$ cat src/hdl/mbg_pkg.sv
`timescale 1ns / 1ps
`default_nettype none
// ----------------------------------------------------------------------------
// mbg_pkg
// Shared types and constants of the maze backtracker generator.
// ----------------------------------------------------------------------------
package mbg_pkg;

  // Grid size defaults.
  localparam int MAX_WIDTH_DEF  = 32;
  localparam int MAX_HEIGHT_DEF = 32;

  // Width of an effective dimension (covers 1..256 and the 6-bit register).
  localparam int DIMW = 9;

  // Configuration port.
  localparam int CFG_IDX_W  = 1;
  localparam int CFG_DATA_W = 6;
  localparam logic [CFG_IDX_W-1:0] CFG_WIDTH  = 1'b0;
  localparam logic [CFG_IDX_W-1:0] CFG_HEIGHT = 1'b1;
  localparam logic [CFG_DATA_W-1:0] SIZE_RESET = 6'd32;

  // Input modes.
  localparam logic [1:0] MODE_START = 2'd0;
  localparam logic [1:0] MODE_STEP  = 2'd1;
  localparam logic [1:0] MODE_READ  = 2'd2;
  localparam logic [1:0] MODE_IDLE  = 2'd3;

  // Result actions.
  localparam logic [2:0] ACT_STARTED = 3'd0;
  localparam logic [2:0] ACT_CARVED  = 3'd1;
  localparam logic [2:0] ACT_BACK    = 3'd2;
  localparam logic [2:0] ACT_IDLE    = 3'd3;
  localparam logic [2:0] ACT_READ    = 3'd4;

  // Directions.
  localparam logic [1:0] DIR_N = 2'd0;
  localparam logic [1:0] DIR_E = 2'd1;
  localparam logic [1:0] DIR_S = 2'd2;
  localparam logic [1:0] DIR_W = 2'd3;

  // Cell bit encoding.
  localparam logic [4:0] BIT_VIS = 5'b00001;
  localparam logic [4:0] BIT_N   = 5'b00010;
  localparam logic [4:0] BIT_E   = 5'b00100;
  localparam logic [4:0] BIT_S   = 5'b01000;
  localparam logic [4:0] BIT_W   = 5'b10000;

  typedef struct packed {
    logic [1:0]  mode;
    logic [4:0]  coord_x;
    logic [4:0]  coord_y;
    logic [14:0] rand_value;
  } in_t;

  typedef struct packed {
    logic [2:0]  action;
    logic [4:0]  pos_x;
    logic [4:0]  pos_y;
    logic [1:0]  direction;
    logic [4:0]  cell_bits;
    logic [4:0]  end_x;
    logic [4:0]  end_y;
    logic [10:0] longest_path;
    logic        done_res;
  } out_t;

  // Neighbor choice from the pick unit.
  typedef struct packed {
    logic       found;
    logic [1:0] dir;
  } pick_t;

endpackage
`default_nettype wire

$ cat src/hdl/mbg_pick.sv
`timescale 1ns / 1ps
`default_nettype none
// ----------------------------------------------------------------------------
// mbg_pick
// Picks one open neighbor: entry (random mod count) of the open set, in
// north, east, south, west order.
// ----------------------------------------------------------------------------
module mbg_pick (
  input  wire logic [3:0]    avail,
  input  wire logic [14:0]   rnd,
  output mbg_pkg::pick_t     pick
);

  // Remainder by three through base-four digit sums.
  function automatic logic [1:0] mod3(input logic [14:0] v);
    logic [4:0] s;
    logic [2:0] t;
    s = 5'(v[1:0]) + 5'(v[3:2]) + 5'(v[5:4]) + 5'(v[7:6])
      + 5'(v[9:8]) + 5'(v[11:10]) + 5'(v[13:12]) + 5'(v[14]);
    t = 3'(s[1:0]) + 3'(s[3:2]) + 3'(s[4]);
    if (t >= 3'd6) begin
      t = t - 3'd6;
    end else if (t >= 3'd3) begin
      t = t - 3'd3;
    end
    return t[1:0];
  endfunction

  logic [2:0] n;
  logic [1:0] k;
  logic [1:0] seen;
  logic [1:0] dir;

  // Index into the open set.
  always_comb begin
    n = 3'($countones(avail));
    case (n)
      3'd2:    k = {1'b0, rnd[0]};
      3'd3:    k = mod3(rnd);
      3'd4:    k = rnd[1:0];
      default: k = 2'd0;
    endcase
  end

  // Walk to the chosen set bit.
  always_comb begin
    seen = 2'd0;
    dir  = 2'd0;
    for (int i = 0; i < 4; i++) begin
      if (avail[i]) begin
        if (seen == k) begin
          dir = 2'(i);
        end
        seen = seen + 2'd1;
      end
    end
  end

  assign pick.found = (n != 3'd0);
  assign pick.dir   = dir;

endmodule
`default_nettype wire

$ cat config.mk
export PLATFORM = sky130hd
export DESIGN_NAME = mbg_pick
export DESIGN_NICKNAME = d
export VERILOG_FILES = /design/src/hdl/mbg_pkg.sv /design/src/hdl/mbg_pick.sv
export SDC_FILE = /design/constraint.sdc
export NUM_CORES = 1
export LEC_CHECK = 0
export BUFFER_PORTS_ARGS = -buffer_cell sky130_fd_sc_hd__buf_4
export CAP_MARGIN = 15
export CELL_PAD_IN_SITES_DETAIL_PLACEMENT = 1
export CELL_PAD_IN_SITES_GLOBAL_PLACEMENT = 1
export CORE_MARGIN = 8
export CORE_UTILIZATION = 40
export DETAILED_ROUTE_END_ITERATION = 8
export GPL_ROUTABILITY_DRIVEN = 0
export PLACE_DENSITY = 0.93
export SETUP_SLACK_MARGIN = 0.5
export SYNTH_ARGS = -nofsm -noshare
export SYNTH_HDL_FRONTEND = slang
export SYNTH_SLANG_ARGS = --single-unit
$ cat constraint.sdc
create_clock -name vclk -period 10.9
set_clock_uncertainty 0.05 [all_clocks]
set_input_delay 0.545 -clock vclk [all_inputs]
set_output_delay 0.545 -clock vclk [all_outputs]
set_load 0.005 [all_outputs]
Yosys cells after proc, flatten, opt, wreduce, memory -nomap -nowiden
Cells that the tools add are included.
{ "word_totals": {"in_bits": 19, "wordCells": 37, "output_inout_bits": 3, "ff_bits": 0} }
{ "classes": {"n_mux": 12, "addsub": 16, "n_eq_ne": 6, "magnitude_cmp": 2, "n_reduce_logical": 1} }
{ "ops": {"columns": ["operator", "n"], "rows": [
  ["$mux 2", 8],
  ["$add 5x2->5", 3],
  ["$add 2x2->3", 3],
  ["$eq 2x2->1", 3],
  ["$eq 3x2->1 const B", 2],
  ["$pmux 2 s3", 1],
  ["$add 4x2->5", 1],
  ["$add 5x1->5", 1],
  ["$add 1x1->2", 2],
  ["$add 2x1->2 const B", 2],
  ["$add 3x2->4", 1],
  ["$sub 2x2->2 const B", 2],
  ["$add 3x1->3", 1],
  ["$eq 3x3->1 const B", 1],
  ["$ge 3x2->1 const B", 1],
  ["$ge 3x3->1 const B", 1],
  ["$mux 1", 3],
  ["$reduce_bool 3->1", 1]
]} }

Longest topological paths before layout
{ "depth": {"depth_word": 20, "ltp_mapped": 22, "ltp_nobuf": 22} }

Worst setup path after synthesis
OpenSTA, ideal clock, no wires.
{ "synth_timing": {"kind": "input to output", "from": "in rnd[8]", "to": "out pick[0] in the netlist's numbering", "path_buffers": 0, "arrival_ps": 5293, "path_slack_ps": 5012, "cell_stages": 21, "t_required_ps": 10305, "path_cell_list": "inv_1 > fa_1 > inv_1 > fa_1 > inv_1 > fa_1 > inv_1 > ha_1 > inv_1 > fa_1 > xor2_1 > fa_1 > inv_1 > fa_1 > ha_1 > or2_1 > o221a_2 > a21o_1 > mux2i_2 > o21ai_0 > a32oi_1"} }
{ "synth_rtl": {"columns": ["item", "line_no", "rtl"], "rows": [
  ["start: declaration", "mbg_pick.sv:10", "input wire logic [14:0] rnd,"],
  ["end: declaration", "mbg_pick.sv:11", "output mbg_pkg::pick_t pick"]
]} }

==> flow_summary.yaml <==
status:
  outcome: "completed"
power:
  power_leakage_nw: 0.540
  p_sw_share_pct: 52.6
  power_density_nw_per_um2: 359
  combPwrFrac_pct: 100.0
  p_int_mw: 0.167
  seqPwrFrac_pct: 0
  pwr-share-clk_pct: 0
  vdd_drop_max_v: 0.000191
  p_sw_mw: 0.185
finish:
  syn2layout_area_growth_pct: 25.5
  antennaDiodeCount: 0
  design.seq.count: 0
  fill_cells: 244
  drive_gt1_share_pct: 23.7
  nClkBuffers: 0
  layout.nets: 157
  regArea_um2: 0
grt:
  grt.total_usage_pct: 11.5
  antenna_found_initial: 0
  grt_pass1_wl_um: 3370
  grt_max_degree: 8
  grt_pass1_vias: 805
  grt.overflow.total: 0
critical_path:
  start_kind: "input port"
  end_kind: "output port"
  worstPathArrival_ns: 5.82
  crit_path_max_fanout: 7
  crit_type: "in -> out"
  required_ns: 10.31
timing:
  hold_viol: 0
  fin_ws_ns: 4.48
  clock.fmax_mhz: 156
  min_period_over_period_pct: 58.9
  relSlewSlack_pct: 73.0
  final.min_clock_period_ns: 6.42
  rsz0062_at_grt: "false"
  slew_viol_final: 0
  setup_violations: 0
  finalSetupTns_ns: 0
  worstMarginPinSlew_ns: 0.400
floorplan:
  core_um2: 1900
  die_y_um: 60.1
  initial_utilization_pct: 41.0
  rows: 16
  die_x_um: 60.1
  dieArea_um2: 3620
  io_pins: 22
synth:
  yosysSeqAreaShare_pct: 0
  synth_nets: 133
  synthCells: 92
  syn_avg_cell_area_um2: 8.47
  synth_cell_types: 29
  synth_area_um2: 779
  yosys_warnings: 0
detailed_routing:
  drt_wl_total_um: 1870
  ant_nets: 0
  wire_per_inst_um: 13.3
  drc: 0
  drt-initial-drc-count: 12
  via_count: 674
  first_pass_iters: 4
  viasPerCell: 4.78
cts:
  hold_buffers: 0
  cts_resized: 0
  cts_setup_buffers: 0
run:
  maxCapViolCount: 0
hold_path:
  min_path_type: "in -> out"
  hp-start: "avail[2]"
  min_to: "pick[0]"
  hold_depth: 3
place:
  portBuffers: 22
  post-place-ws_ns: 4.48
  place_hpwl_um: 1800
## cells in the mapped netlist (2+ instances only)
library cell	n	area share, %
nand2_1	5	2.4
fa_1	13	33
mux2i_1	2	2.6
nor2b_1	3	2.4
o21ai_0	3	1.9
ha_1	9	14
a21oi_1	2	1.3
xor2_1	2	2.2
a21o_1	2	1.9
xnor2_1	3	3.4
inv_1	30	14
## power by group through the flow
stage | logic, mW | registers, mW | clock network, mW
4_1_cts | 0.354 | 0 | 0
3_5_place_dp | 0.353 | 0 | 0
3_3_place_gp | 0.328 | 0 | 0
5_1_grt | 0.395 | 0 | 0
6_report | 0.352 | 0 | 0
2_1_floorplan | 0.271 | 0 | 0
## how the worst max path moves through the flow
stage / from / depth (start not counted) / slack, ns / end
floorplan: rnd[8] / 21 / 5.01 / pick[0]
global placement: rnd[8] / 23 / 4.66 / pick[0]
detailed placement: rnd[8] / 23 / 4.48 / pick[0]
CTS: rnd[8] / 23 / 4.47 / pick[0]
global route: rnd[8] / 24 / 4.23 / pick[0]
finish: rnd[8] / 23 / 4.48 / pick[1]
## area by class of cell
| type | count | area [um^2] | share of cell area (%) |
|---|---|---|---|
| Inverter | 30 | 113 | 11.5 |
| Multi-Input combinational cell | 62 | 667 | 68.2 |
| Tap cell | 27 | 33.8 | 3.45 |
| Timing Repair Buffer | 22 | 165 | 16.9 |
## through the flow
stage	instance area, um^2	std cells	hold slack [ns]	utilization (%)	total power, mW
2_1_floorplan	779	92	1.10	-	0.271
3_3_place_gp	978	141	1.36	51.4	0.328
3_5_place_dp	978	141	1.38	51.4	0.353
4_1_cts	978	141	1.38	51.4	0.354
5_1_grt	978	141	1.41	51.4	0.395
6_report	978	141	1.38	51.4	0.352
## kinds of logic after synthesis
| group | share of synthesized area (%) |
|---|---|
| XOR/XNOR | 7.71 |
| multiplexers | 4.33 |
| AO/OA/AOI/OAI | 13.8 |
| buffers and inverters | 14.4 |
| AND/OR/NAND/NOR | 11.9 |
| adder cells (fa/ha/maj) | 47.8 |
## per-layer routing
layer	track usage [%]	wire length (um)	part of all wire, %	vias to the layer above
met4	0.680	0	0	0
met5	0	0	0	-
met2	23.6	1080	58	10
li1	-	-	-	331
met1	12.6	724	39	333
met3	0.860	67	3.6	0
## worst max-delay path, stage by stage
cell,delay [ns]
buf_4,0.08
inv_1,0.04
fa_1,0.52
inv_1,0.05
fa_1,0.48
inv_1,0.05
fa_1,0.46
inv_1,0.07
ha_1,0.16
inv_1,0.06
fa_1,0.40
xor2_1,0.19
fa_1,0.38
inv_1,0.07
fa_1,0.51
ha_1,0.33
or2_1,0.23
o221a_2,0.28
a21o_1,0.22
mux2i_2,0.24
mux2i_1,0.12
mux2i_1,0.18
buf_4,0.14
## cell usage in the layout (no fill, tap or decap), types with 2 or more instances in the layout
cell	instances
inv_1	30
buf_4	22
fa_1	13
ha_1	9
nand2_1	5
nor2b_1	3
o21ai_0	3
xnor2_1	3
a21o_1	2
a21oi_1	2
xor2_1	2
mux2i_1	2
(Power assumes the default switching activity.)
