--- src/hdl/mbg_ram.sv ---
`timescale 1ns / 1ps
`default_nettype none
// ----------------------------------------------------------------------------
// mbg_ram
// Generic single-write, single-read RAM with a registered read.
// ----------------------------------------------------------------------------
module mbg_ram #(
  parameter int WIDTH = 8,
  parameter int DEPTH = 16
) (
  input  wire logic                     clk,
  input  wire logic                     we,
  input  wire logic [$clog2(DEPTH)-1:0] waddr,
  input  wire logic [WIDTH-1:0]         wdata,
  input  wire logic [$clog2(DEPTH)-1:0] raddr,
  output logic      [WIDTH-1:0]         rdata
);

  logic [WIDTH-1:0] mem [DEPTH];

  // Write port and registered read port.
  always_ff @(posedge clk) begin
    if (we) begin
      mem[waddr] <= wdata;
    end
    rdata <= mem[raddr];
  end

endmodule
`default_nettype wire

--- config.mk ---
export PLATFORM = sky130hd
export DESIGN_NAME = mbg_ram
export DESIGN_NICKNAME = d
export VERILOG_FILES = /design/src/hdl/mbg_ram.sv
export SDC_FILE = /design/constraint.sdc
export NUM_CORES = 1
export LEC_CHECK = 0
export ABC_AREA = 0
export BUFFER_PORTS_ARGS = -buffer_cell sky130_fd_sc_hd__buf_2
export CORE_ASPECT_RATIO = 1.75
export CORE_UTILIZATION = 54
export DETAILED_ROUTE_END_ITERATION = 16
export HOLD_SLACK_MARGIN = 0.02
export PLACE_DENSITY_LB_ADDON = 0.1
export SKIP_CTS_REPAIR_TIMING = 1
export SYNTH_ARGS = -nofsm -noshare
export SYNTH_HDL_FRONTEND = slang
export SYNTH_SLANG_ARGS = --single-unit
--- constraint.sdc ---
create_clock -name clk -period 2 [get_ports clk]
set_clock_uncertainty 0.15 [all_clocks]
set_input_delay 0.3 -clock clk [delete_from_list [all_inputs] [get_ports clk]]
set_output_delay 0.3 -clock clk [all_outputs]
set_load 0.05 [all_outputs]
# Word level (Yosys, flattened, before mapping)
# Memories as Yosys holds them, arrays and structs flattened. A register that Yosys moved wholly into a read port is not among the register bits.
# Cells that the tools add are included.
# totals
regBits,0
ram_bits,128
inputBits,18
out_inout_bits,8
elab_cells,3
memories,1
# op_classes
n_mux,2
# memory_table
memory,depth,width,rd,rd_clocked_by_memory_dff,wr,line_no,rtl
mem,16,8,1,1,1,19,logic [WIDTH-1:0] mem [DEPTH];
# op_table
cell,n
$mux W1,2

# Longest topological paths before layout
# Gate-level depths: netlist of the first run.
# depth
word_depth,2
depth_mapped,5
ltp_nobuf,3

# Least setup slack after synthesis of the first run
# OpenSTA, ideal clock, no wires.
# synth_timing
path_kind,input to register
start,input waddr[2]
end,"memory mem[0][0], enable pin"
setup_time_ns,0.383
t_arrival_ns,1.410
required_ns,1.467
setup_slack_ns,0.057
cell_stages,2
path_buffers,0
cell_sequence,or3b_2 nor3_1
# synth_lines
element,line_no,rtl
start: declaration,13,"input wire logic [$clog2(DEPTH)-1:0] waddr,"
end: declaration,19,
# No word-level cell before the write port.

==> results.py, run 1 <==
metrics = {
    "run_status": {
        "outcome": "completed",
    },
    "cts": {
        "cts.sinks": 136,
        "cts_inserted_buffers": 17,
        "clkTransAtPathRegs_ps": 60,
        "clk_latency_ps": 410,
        "cts_tree": "yes",
        "cts-root-buf": "clkbuf_16",
        "cts_htree_levels": 4,
        "cts_buffer_depth": 2,
    },
    "synthesis": {
        "synthCells": 229,
        "yosys.area.top_type_share_pct": 74.7,
        "ys_seq_elements": 136,
        "yosysWarnings": 0,
        "ys_seq_area_share_pct": 77.8,
        "syn_avg_cell_area_um2": 22.5,
        "synth.cell_area_um2": 5150,
        "yosys-top-cells-area": "edfxtp_1 (75%), mux4_2 (7.9%), mux4_1 (7.1%)",
        "synth.largest_area_cell": "edfxtp_1",
        "syn-num-nets": 247,
        "synthDistinctLibCells": 19,
    },
    "drt": {
        "vias_per_cell": 5.84,
        "drcViolationCount": 0,
        "ant_nets": 0,
        "wl_mm": 9.66,
        "dr.pass1.iters": 4,
        "drt_iter0_markers": 159,
        "route.detailed.wl_per_inst_um": 23.0,
        "num_vias": 2453,
    },
    "grt": {
        "grt_antenna_before_repair": 0,
        "grt_pass1_wl_mm": 15.0,
        "first_global_vias": 2567,
        "grt_max_degree": 28,
        "grt_usage_pct": 22.6,
        "gr-total-overflow": 0,
    },
    "timing": {
        "max_slew_margin_pct": 73.8,
        "max_freq_mhz": 675,
        "hold_viol_final": 0,
        "rsz0062_at_grt": "false",
        "finalSetupTns_ps": 0,
        "setup_viol": 0,
        "period_share_pct": 74.1,
        "worst_slew_pin_slew_ps": 393,
        "fin_crit_ps": 1480,
        "finalMaxSlewViolations": 0,
    },
    "pwr": {
        "cellPowerDensity_nw_per_um2": 1140,
        "ir_worst_vdd_mv": 0.802,
        "leakagePower_nw": 2.16,
        "finalPower_mw": 7.13,
    },
    "setup_path": {
        "critical_path_required_ps": 2150,
        "arrival_ps": 1630,
        "crit_path_end_kind": "register",
        "path_max_fanout": 1,
        "crit_path_start_kind": "register",
        "crit_type": "register to register",
    },
    "placement": {
        "place.gp.congestion": 0.745,
        "dp_hpwl_mm": 6.47,
        "port_buffers": 25,
    },
    "floorplanning": {
        "std_cell_rows": 46,
        "io_pins": 26,
        "die_height_um": 131,
        "core_um2": 9150,
        "die_w_um": 75.8,
        "dieArea_um2": 9940,
        "start_util_pct": 56.2,
    },
    "flow_run": {
        "drv_cap": 0,
    },
    "finish": {
        "drive_gt1_share_pct": 32.7,
        "fill_cells": 575,
        "fin_nets": 305,
        "antenna_cells": 0,
        "area_delta_synth_final_pct": 21.1,
    },
    "worst_hold_path": {
        "hold_path_class": "primary input to register",
    },
}
==> cell usage after synthesis <==
cell type	count
dfxtp_1	8
or3b_2	1
buf_2	3
nor3_1	4
and2b_1	1
and2_1	1
clkdlybuf4s25_2	3
buf_4	1
buf_6	3
edfxtp_1	128
nand3b_1	2
nand2b_1	2
nor2_1	13
nor2b_1	1
nand3_1	1
nand2_1	9
mux4_1	14
mux4_2	18
a22oi_1	16
==> critical path, stage by stage (launching register included) <==
cell and delay, ps:
edfxtp_1 380, mux4_1 500, a22oi_1 260, nand2_1 80
==> cells in the final DEF (no fill, tap or decap), drive strengths merged <==
cell	n
bufinv	7
nand3b	2
nand2	9
and2b	1
nor3	4
nand2b	2
dfxtp	8
a22oi	16
clkinvlp	3
nor2b	1
buf	49
edfxtp	128
or3b	1
nand3	1
clkbuf	17
mux4	32
clkinv	5
nor2	13
and2	1
==> kinds of logic after synthesis <==
family                 Yosys count  synth area share (%)
and+or+nand+nor                 35                  3.18
buffers and inverters           10                  1.68
AOI/OAI and AO/OA               16                  2.33
muxes                           32                  15.0
DFF                            136                  77.8
==> final timing paths <==
check / slack, ps / cells past startpoint / end / startpoint
max: 520 / 3 / rdata[1]$_DFF_P_ / mem[2][1]$_DFFE_PP_
min: 120 / 1 / mem[4][0]$_DFFE_PP_ / wdata[0]
max reg2reg: 520 / 3 / rdata[1]$_DFF_P_ / mem[2][1]$_DFFE_PP_
min reg2reg: 520 / 3 / rdata[2]$_DFF_P_ / mem[14][2]$_DFFE_PP_
==> sequential cells by signal (all words and copies together) (netlist names) <==
register  flops
mem         128
rdata         8
==> power breakdown <==
| part | internal [mW] | leakage (nW) | switching (mW) | total, mW |
|---|---|---|---|---|
| combinational | 0.137 | 0.610 | 0.227 | 0.364 |
| clock | 2.44 | 0.324 | 1.11 | 3.55 |
| sequential | 3.19 | 1.22 | 0.0192 | 3.21 |
| total | 5.77 | 2.16 | 1.36 | 7.13 |
==> metrics by stage <==
stage	utilization [%]	setup WS [ps]	area [um^2]	hold WS [ps]	std cells
floorplan	-	57.1	5150	249	229
global placement	60.7	152	5550	506	388
detailed placement	60.7	156	5550	511	388
CTS	68.1	497	6230	107	420
global route	68.1	450	6230	118	420
finish	68.1	518	6230	122	420
==> cell type report <==
class	instances	area, um^2	area share, %
Clock buffer	17	425	6.82
Clock inverter	15	255	4.09
Sequential cell	136	4000	64.2
Multi-Input combinational cell	83	1060	17.0
Tap cell	120	150	2.41
Timing Repair Buffer	49	343	5.50
==> routing by layer <==
metal | track usage [%] | routed length, um
met4 | 7.72 | 130
met1 | 28.5 | 3730
met2 | 36.8 | 5430
met5 | 0 | 0
met3 | 6.67 | 370
Note: power is estimated with default switching activity, not from simulation.
==> run 2, diff against run 1 <==
--- a/config.mk
+++ b/config.mk
@@ -8,7 +8,7 @@
 export ABC_AREA = 0
 export BUFFER_PORTS_ARGS = -buffer_cell sky130_fd_sc_hd__buf_2
 export CORE_ASPECT_RATIO = 1.75
-export CORE_UTILIZATION = 54
+export CORE_UTILIZATION = 60
 export DETAILED_ROUTE_END_ITERATION = 16
 export HOLD_SLACK_MARGIN = 0.02
 export PLACE_DENSITY_LB_ADDON = 0.1
==> constraint.sdc (replaced) <==
create_clock -name clk -period 1.5 [get_ports clk]
set_clock_uncertainty 0.15 [all_clocks]
set_input_delay 0.225 -clock clk [delete_from_list [all_inputs] [get_ports clk]]
set_output_delay 0.225 -clock clk [all_outputs]
set_load 0.05 [all_outputs]
==> results.py, run 2 (synthesis gave the netlist of run 1 again) <==
metrics = {
    "timing": {
        "period_share_pct": 100,
        "max_freq_mhz": 664,
        "finalSetupTns_ps": -5.17,
        "max_slew_margin_pct": 47.3,
        "finalMaxSlewViolations": 0,
        "setup_ws_ps": -5.17,
        "setup_viol": 1,
        "worst_slew_pin_slew_ps": 788,
        "hold_viol_final": 0,
        "fin_crit_ps": 1510,
    },
    "setup_path": {
        "critPathBufInv": 0,
        "critical_path_required_ps": 1640,
        "crit_path_start_kind": "register",
        "critPathTopFamily": "multiplexers",
        "path_max_fanout": 1,
        "crit_path_max_incr_delay_ps": 530,
        "cp_cell_sequence": "mux4_1 -> a22oi_2 -> nand2_1",
        "arrival_ps": 1650,
        "slowest_stage": "mux4_1",
        "crit_path_end_kind": "register",
        "crit_type": "register to register",
    },
    "worst_hold_path": {
        "hold_path_class": "primary input to register",
    },
    "drt": {
        "drt_iter0_markers": 173,
        "dr_wl_met3_um": 514,
        "drcViolationCount": 0,
        "top_layer": "met4",
        "ant_nets": 0,
        "vias_per_cell": 6.02,
        "wl_mm": 9.92,
        "dr.pass1.iters": 4,
        "met2WireLength_mm": 5.51,
        "route.detailed.wl_per_inst_um": 23.4,
        "wl_met1_mm": 3.64,
        "num_vias": 2552,
    },
    "cts": {
        "cts_inserted_buffers": 17,
        "clk_latency_ps": 420,
        "cts-root-buf": "clkbuf_16",
        "cts.sinks": 136,
        "cts_tree": "yes",
        "cts_buffer_depth": 2,
        "cts_htree_levels": 4,
        "clkTransAtPathRegs_ps": 50,
    },
    "finish": {
        "regArea_um2": 4000,
        "final_common_cell": "edfxtp_1",
        "multiInputGateArea_um2": 1110,
        "layout_common_cells": "edfxtp_1 (128), buf_4 (31), buf_2 (25)",
        "fin_nets": 314,
        "reg_top3": "mem (128), rdata (8)",
        "area_delta_synth_final_pct": 22.2,
        "layoutNonFillerInstCount": 424,
        "fill_cells": 476,
        "regMostFlops": "mem",
        "antenna_cells": 0,
        "fin_area_um2": 6290,
        "drive_gt1_share_pct": 38.2,
        "largest_reg_flops": 128,
    },
    "placement": {
        "dp_hpwl_mm": 6.54,
        "port_buffers": 25,
        "placed_cells": 392,
        "dpl_cell_area_um2": 5630,
        "place.gp.congestion": 0.765,
    },
    "run_status": {
        "violations": "setup timing",
        "outcome": "finished with violations",
    },
    "floorplanning": {
        "std_cell_rows": 44,
        "start_util_pct": 61.9,
        "core_um2": 8310,
        "die_w_um": 72.0,
        "io_pins": 26,
        "dieArea_um2": 8970,
        "die_height_um": 125,
    },
    "pwr": {
        "finalPower_mw": 9.19,
        "ir_worst_vdd_mv": 0.928,
        "cellPowerDensity_nw_per_um2": 1460,
        "leakagePower_nw": 2.18,
    },
    "grt": {
        "grt_pass1_wl_mm": 15.0,
        "grt_antenna_before_repair": 0,
        "first_global_vias": 2711,
        "grt_max_degree": 18,
        "gr-total-overflow": 0,
        "grt_usage_pct": 25.0,
    },
    "flow_run": {
        "drv_cap": 0,
    },
}
## run 2: final timing paths
path	from	end	slack, ps	cells past startpoint
max	mem[2][3]$_DFFE_PP_	rdata[3]$_DFF_P_	-5	3
min	wdata[3]	mem[7][3]$_DFFE_PP_	50	1
max reg2reg	mem[2][3]$_DFFE_PP_	rdata[3]$_DFF_P_	-5	3
min reg2reg	mem[13][0]$_DFFE_PP_	rdata[0]$_DFF_P_	540	3
## run 2: layer usage
metal,track usage [%],up-vias
li1,-,1102
met1,28.9,1311
met2,42.5,117
met3,7.12,22
met4,11.3,0
met5,0,-
## run 2: where the power goes
part | switching (mW) | internal (mW)
logic | 0.320 | 0.194
clock network | 1.47 | 2.93
registers | 0.0309 | 4.25
total | 1.82 | 7.37
## run 2: metrics by stage
| step | setup slack, ps | utilization [%] | hold slack (ps) |
|---|---|---|---|
| 3_3_place_gp | -326 | 67.8 | 471 |
| 3_5_place_dp | -344 | 67.8 | 476 |
| 2_1_floorplan | -11.5 | - | 174 |
| 4_1_cts | 4.98 | 75.4 | 35.1 |
| 5_1_grt | -51.8 | 75.7 | 51.0 |
| 6_report | -5.17 | 75.7 | 47.4 |
## run 2: layout make-up
| type | instances | share of cell area [%] |
|---|---|---|
| Clock buffer | 18 | 6.82 |
| Multi-Input combinational cell | 83 | 17.6 |
| Clock inverter | 14 | 3.26 |
| Timing Repair Buffer | 58 | 6.33 |
| Tap cell | 115 | 2.29 |
| Sequential cell | 136 | 63.7 |
==> run 3, diff against run 2 <==
--- a/config.mk
+++ b/config.mk
@@ -6,10 +6,10 @@
 export NUM_CORES = 1
 export LEC_CHECK = 0
 export ABC_AREA = 0
-export BUFFER_PORTS_ARGS = -buffer_cell sky130_fd_sc_hd__buf_2
 export CORE_ASPECT_RATIO = 1.75
 export CORE_UTILIZATION = 60
 export DETAILED_ROUTE_END_ITERATION = 16
+export DONT_BUFFER_PORTS = 1
 export HOLD_SLACK_MARGIN = 0.02
 export PLACE_DENSITY_LB_ADDON = 0.1
 export SKIP_CTS_REPAIR_TIMING = 1
==> results.py, run 3 (synthesis gave the netlist of run 1 again) <==
metrics = {
    "cts": {
        "clk_latency_ps": 410,
        "cts.sinks": 136,
        "cts_htree_levels": 4,
        "clkTransAtPathRegs_ps": 60,
        "cts_inserted_buffers": 17,
        "cts_tree": "yes",
        "cts_buffer_depth": 2,
        "cts-root-buf": "clkbuf_16",
    },
    "timing": {
        "setup_viol": 0,
        "hold_slack_ps": -43.2,
        "max_slew_margin_pct": 47.8,
        "fin_crit_ps": 1470,
        "finalMaxSlewViolations": 0,
        "period_share_pct": 98.2,
        "rsz0062_at_grt": "true",
        "worst_slew_pin_slew_ps": 781,
        "setup_ws_ps": 26.6,
        "finalSetupTns_ps": 0,
        "max_freq_mhz": 679,
        "hold_viol_final": 4,
    },
    "finish": {
        "final_common_cell": "edfxtp_1",
        "regMostFlops": "mem",
        "layout_common_cells": "edfxtp_1 (128), buf_4 (22), mux4_2 (20)",
        "fin_nets": 288,
        "layoutNonFillerInstCount": 398,
        "final_core_utilization_pct": 73.1,
        "largest_reg_flops": 128,
        "area_delta_synth_final_pct": 18.0,
        "reg_top3": "mem (128), rdata (8)",
        "antenna_cells": 0,
        "drive_gt1_share_pct": 28.6,
        "fin_area_um2": 6070,
    },
    "setup_path": {
        "crit_type": "register to register",
        "arrival_ps": 1610,
        "timing.rr.start": "mem[5][2]$_DFFE_PP_",
        "critPathBufInv": 0,
        "crit_path_max_incr_delay_ps": 550,
        "cp_cell_sequence": "mux4_1 -> a22oi_2 -> nand2_1",
        "critical_path_required_ps": 1640,
        "critPathTopFamily": "multiplexers",
        "path_max_fanout": 1,
        "cp-startpoint": "mem[5][2]$_DFFE_PP_",
        "crit_path_end_kind": "register",
        "crit_path_start_kind": "register",
        "slowest_stage": "mux4_1",
    },
    "drt": {
        "num_vias": 2387,
        "route.detailed.wl_per_inst_um": 24.3,
        "drcViolationCount": 0,
        "dr.pass1.iters": 4,
        "drt_iter0_markers": 190,
        "vias_per_cell": 6.00,
        "ant_nets": 0,
        "wl_mm": 9.66,
    },
    "pwr": {
        "switchingPower_mw": 1.69,
        "pwr-share-comb_pct": 3.8,
        "ir_worst_vdd_mv": 1.09,
        "swShare_pct": 19.8,
        "leakagePower_nw": 2.03,
        "internal_power_mw": 6.82,
        "p_seq_share_pct": 51.4,
        "cellPowerDensity_nw_per_um2": 1400,
        "clockPowerShare_pct": 44.8,
        "finalPower_mw": 8.50,
    },
    "floorplanning": {
        "die_w_um": 72.0,
        "dieArea_um2": 8970,
        "core_um2": 8310,
        "io_pins": 26,
        "die_height_um": 125,
        "std_cell_rows": 44,
        "start_util_pct": 61.9,
    },
    "run_status": {
        "outcome": "finished with violations",
        "violations": "hold timing",
    },
    "grt": {
        "first_global_vias": 2624,
        "gr-total-overflow": 0,
        "grt_antenna_before_repair": 0,
        "grt_max_degree": 33,
        "grt_pass1_wl_mm": 14.9,
        "grt_usage_pct": 24.6,
    },
    "worst_hold_path": {
        "min-delay-start": "raddr[1]",
        "hold_path_class": "primary input to register",
    },
    "placement": {
        "place.gp.congestion": 0.746,
        "dp_hpwl_mm": 6.28,
        "dp_slack_ps": -43.7,
        "placed_cells": 356,
        "port_buffers": 0,
        "dpl_cell_area_um2": 5400,
    },
    "flow_run": {
        "drv_cap": 0,
    },
}
## run 3: cell count changes in the layout (fill, tap and decap cells not counted), moves of 3 or more
cell,before,now
dlygate4sd3_1,0,10
buf_2,25,0
bufinv_16,5,2
buf_4,31,22
## run 3: path summary, 6_finish.rpt
check	to	slack (ps)	cells past startpoint
max	rdata[2]$_DFF_P_	30	3
min	rdata[3]$_DFF_P_	-40	3
max reg2reg	rdata[2]$_DFF_P_	30	3
min reg2reg	rdata[5]$_DFF_P_	540	3
## run 3: layer usage
layer	global-route usage [%]	wire, um
met3	8.50	523
met1	29.2	3590
met2	40.5	5390
met5	0	0
met4	10.1	155
## run 3: power groups by stage
stage               Sequential, mW  Combinational [mW]  Clock [mW]
finish                        4.37               0.325        3.81
global route                  4.38               0.347        4.04
CTS                           4.38               0.241        3.85
detailed placement            4.45               0.239           0
global placement              4.45               0.233           0
floorplan                     4.43               0.222           0
## run 3: layout make-up
type	count	area, um^2
sequential	136	4000
fill	490	2240
multi-input combinational	83	1120
clock buffer	20	437
timing repair buffer	32	265
tap	115	144
clock inverter	12	109
## run 3: worst register-to-register path: stages (launching register included)
cell and delay, ps:
edfxtp_1 370, mux4_1 550, a22oi_2 190, nand2_1 100
